## src/hdl/lslt_ram.sv

```systemverilog
// ----------------------------------------------------------------------------
// lslt_ram
// Generic single write port, single read port RAM with registered read data.
// ----------------------------------------------------------------------------
`default_nettype none

module lslt_ram #(
  parameter int unsigned Width = 8,
  parameter int unsigned Depth = 16,
  localparam int unsigned AddrW = (Depth > 1) ? $clog2(Depth) : 1
) (
  input  wire logic             clk_i,
  input  wire logic             we_i,
  input  wire logic [AddrW-1:0] waddr_i,
  input  wire logic [Width-1:0] wdata_i,
  input  wire logic             re_i,
  input  wire logic [AddrW-1:0] raddr_i,
  output      logic [Width-1:0] rdata_o
);

  logic [Width-1:0] mem_q [Depth];

  always_ff @(posedge clk_i) begin
    if (we_i) begin
      mem_q[waddr_i] <= wdata_i;
    end
    if (re_i) begin
      rdata_o <= mem_q[raddr_i];
    end
  end

endmodule

`default_nettype wire

```

## config.mk

```make
export PLATFORM = sky130hd
export DESIGN_NAME = lslt_ram
export DESIGN_NICKNAME = d
export VERILOG_FILES = /design/src/hdl/lslt_ram.sv
export SDC_FILE = /design/constraint.sdc
export NUM_CORES = 1
export LEC_CHECK = 0
export BUFFER_PORTS_ARGS = -buffer_cell sky130_fd_sc_hd__buf_2
export CAP_MARGIN = 20
export CORE_ASPECT_RATIO = 2
export CORE_UTILIZATION = 60
export CTS_CLUSTER_DIAMETER = 50
export CTS_CLUSTER_SIZE = 40
export DETAILED_ROUTE_END_ITERATION = 7
export GPL_TIMING_DRIVEN = 0
export PLACE_DENSITY = 0.78
export SLEW_MARGIN = 0
export SYNTH_ARGS = -nofsm -noshare
export SYNTH_HDL_FRONTEND = slang
export SYNTH_SLANG_ARGS = --single-unit
```

## constraint.sdc

```tcl
create_clock -name clk_i -period 1.8 [get_ports clk_i]
set_input_delay 0.18 -clock clk_i [delete_from_list [all_inputs] [get_ports clk_i]]
set_output_delay 0.18 -clock clk_i [all_outputs]
set_load 0.01 [all_outputs]
```

==> results.txt <==
The detail-routed net length per standard cell came out at 25.3 µm. In this run the static leakage power is 2.00 nW. Counting flops with a built-in enable in the synthesized netlist gives 136. On the worst path, the slowest cell contributes a delay of 0.58 ns.

Final hold analysis gives a worst-case slack of 0.109 ns. At the pin with the least slew margin, the transition time is 0.823 ns. The total design power is 6.72 mW. The type of the setup path with the least slack is register to register. Once detailed placement completed, the half-perimeter wirelength came to 6.55 mm. From left edge to right edge, the die measures 68 µm. The number of top-level pins is 27, and the growth of design area from synthesis to finish is 14.3%.

The number of vias in the routed layout was 2466; the number of antenna violations at the first check in global routing was 0. Setup repair after global routing left no endpoint under its margin. The count of nets left with antenna violations once routing finished came out at 0. Most frequently used cell type in the post-synthesis netlist: sky130_fd_sc_hd__edfxtp_1. For the number of hold violations in the final report, the log shows 0. The root buffer cell chosen for the clock tree is sky130_fd_sc_hd__clkbuf_16. The total area inside the core boundary comes to 0.00835 mm². The synthesized design contains 136 register bits.

Counting the fill cells in the layout gives 485. Setup-violating endpoint count in the final report: 0. The H-tree depth was 4. The tools report the number of global-route vias before repair as 2492. The maximum fanout count along the critical path is 1, and the relative slew slack is 44.9%. The logs give 9.68 mm for the total routed wirelength and 229 for the post-synthesis instance total. The pre-antenna-repair detailed-routing pass consisted of 5 iterations. The signal on the critical path passes through mux4_1 -> a22oi_1 -> nand2_1.

The tools report the floorplan row count as 47. The tools report the cts-stage hold buffer count as 0. The initial utilization of the core area, before any placement, comes to 62.6%. Summed over all layers, the global routing overflow is 0. The run gives 136 as the sink count of the clock tree. STA puts the critical path data required time at 1.96 ns. Entering global routing, the biggest net connects 17 pins. The number of buffer cells added on primary ports is 25, and the antenna diode instance count is 0. The distinct cell type count of the synthesized netlist came out at 18. The run finished with clean final reports. The worst setup path is launched from a register. Global routing used 6.46% of the available met3 tracks. The met2 demand-to-capacity share in global routing is 40.2%. The commonest cells after synthesis are sky130_fd_sc_hd__edfxtp_1, sky130_fd_sc_hd__mux4_2, sky130_fd_sc_hd__a22oi_1. For this design, the slowest cell found on the critical path is sky130_fd_sc_hd__mux4_1. The total of warnings raised by yosys is 0, and the post-synthesis instance area is 0.00523 mm². The detailed router's first-iteration violation count is 258, and the top cell type's share of synthesized area is 78.1%.

The tools report the final-report max-slew violation count as 0. The final critical path takes up 86.1% of the cycle. For the met1 routing resource usage after global routing, the log shows 29.8%. sky130_fd_sc_hd__edfxtp_1 takes more of the synthesized area than any other cell. The max-cap violation count is 0.

The global-route usage over all layers is 25.6%, and the number of instances resized during post-cts repair is 0. The tools report the maximum clock insertion buffer count as 2. By area the synthesized netlist is led by sky130_fd_sc_hd__edfxtp_1, sky130_fd_sc_hd__mux4_2, sky130_fd_sc_hd__mux4_1.

The first global-routing pass estimated 14.8 mm of wire. Sequential cells were found to cover 78.1% of the synthesized design area. For the finished layout, the period the worst path requires is 1.55 ns. The power density normalized to cell area is 1120 mW/mm², and the number of standard cells in the layout, taps in and fillers out is 383. For the buffers inserted during post-CTS setup optimization, the log shows 0. The maximum clock skew at final layout is 0.00581 ns, and the async set-reset flop share out of synthesis is 0%. The most used flip-flop cell after synthesis is sky130_fd_sc_hd__edfxtp_1. The clock transition at the register clock pins on the worst setup and hold paths after CTS is 0.05 ns, and the peak ir drop on the vdd network is 1.01 mV.

The layer flagged by global routing as most heavily used is met2. The run gives 248 as the synthesized net count. The final routed DRC violation total is 0. Kind of capture point of the worst setup path: a register. For the total area of sequential cells, the log shows 0.00408 mm². TritonCTS built the clock tree. Summing all multi-input logic gate instances after layout gives 0.00106 mm². The fraction of layout instances using a drive strength above 1 was 27.4%; the timing-limited maximum frequency was 645 MHz.

Counting tap cells, the placed design contains a total of 356 instances. The die covers 0.00911 mm². Data on the critical path arrives at its endpoint at 1.71 ns. After detailed routing, the number of vias per cell comes to 6.44. For this run, the post-layout net count is 296. Class of the tightest hold or removal check: input pin to register.

Averaged over all synthesized cells, the footprint is 22.8 µm². The die outline height was 134 µm; the total clock buffers created by CTS was 17. At the end of routability-driven placement, the weighted congestion stood at 0.808.

The later pin in the worst-skew pair is clocked with a latency of 0.41 ns.
## report_power, final
group | total [mW] | switching [mW] | internal (mW) | leakage [nW]
clock | 2.79 | 1.10 | 1.69 | 0.224
sequential | 3.59 | 0.0169 | 3.57 | 1.24
combinational | 0.338 | 0.199 | 0.140 | 0.539
## cells by family after synthesis
logic type,synth area share [%]
flip-flops,78.1
AND/OR/NAND/NOR,3.14
multiplexers,14.8
AO/OA/AOI/OAI,2.30
buffers and inverters,1.65
## layout by cell type, fill, tap and decap left out
cell,n
sky130_fd_sc_hd__buf_2,28
sky130_fd_sc_hd__clkdlybuf4s25_2,3
sky130_fd_sc_hd__nor2b_1,1
sky130_fd_sc_hd__nand2_1,9
sky130_fd_sc_hd__nand3b_1,2
sky130_fd_sc_hd__clkbuf_1,3
sky130_fd_sc_hd__clkbuf_16,17
sky130_fd_sc_hd__nor2_1,13
sky130_fd_sc_hd__buf_4,5
sky130_fd_sc_hd__clkinv_1,4
sky130_fd_sc_hd__and2_1,1
sky130_fd_sc_hd__clkinv_2,1
sky130_fd_sc_hd__mux4_2,18
sky130_fd_sc_hd__edfxtp_1,136
sky130_fd_sc_hd__nand2b_1,2
sky130_fd_sc_hd__buf_6,3
sky130_fd_sc_hd__a22oi_1,16
sky130_fd_sc_hd__mux4_1,14
sky130_fd_sc_hd__nand3_1,1
sky130_fd_sc_hd__nor3_1,4
sky130_fd_sc_hd__and2b_1,1
sky130_fd_sc_hd__clkinvlp_4,2
sky130_fd_sc_hd__or3b_2,1
## registers in the layout (all words and copies together), names as in the netlist
signal,cells
mem_q,128
rdata_o,8
## worst max-delay path, delay by kind of cell, from the launching register on
kind               cells  cell delay [ns]
AOI/OAI and AO/OA      1             0.26
DFF                    1             0.36
and+or+nand+nor        1             0.09
muxes                  1             0.58
## stage by stage
step	cell area, µm²	setup WS [ns]	TNS (ns)	utilization (%)
after floorplan	5230	0.127	0	-
after global placement	5480	-0.448	-6.59	65.6
after detailed placement	5510	-0.126	-1.10	65.9
after CTS	5980	0.247	0	71.6
after global routing	5980	0.203	0	71.6
final	5980	0.250	0	71.6
## routing by layer
metal,wire length [µm],part of all wire (%)
met4,570,5.9
met5,0,0
met1,3290,34
met2,5250,54
met3,565,5.8
## final cells by class
| type | count | area share (%) |
|---|---|---|
| multi-input combinational | 83 | 17.7 |
| sequential | 136 | 68.3 |
| buffer | 10 | 1.44 |
| clock buffer | 20 | 7.31 |
| clock inverter | 7 | 0.586 |
| tap | 98 | 2.05 |
| timing repair buffer | 29 | 2.60 |
## path summary, 6_finish.rpt
| path | from | end | slack, ns | cells after the start |
|---|---|---|---|---|
| setup / recovery | mem_q[1][5] | rdata_o[5] | 0.25 | 3 |
| hold / removal | re_i | rdata_o[4] | 0.11 | 1 |
| setup reg to reg | mem_q[1][5] | rdata_o[5] | 0.25 | 3 |
| hold reg to reg | mem_q[14][2] | rdata_o[2] | 0.77 | 3 |
No activity file was read; power rests on OpenSTA's default activity.
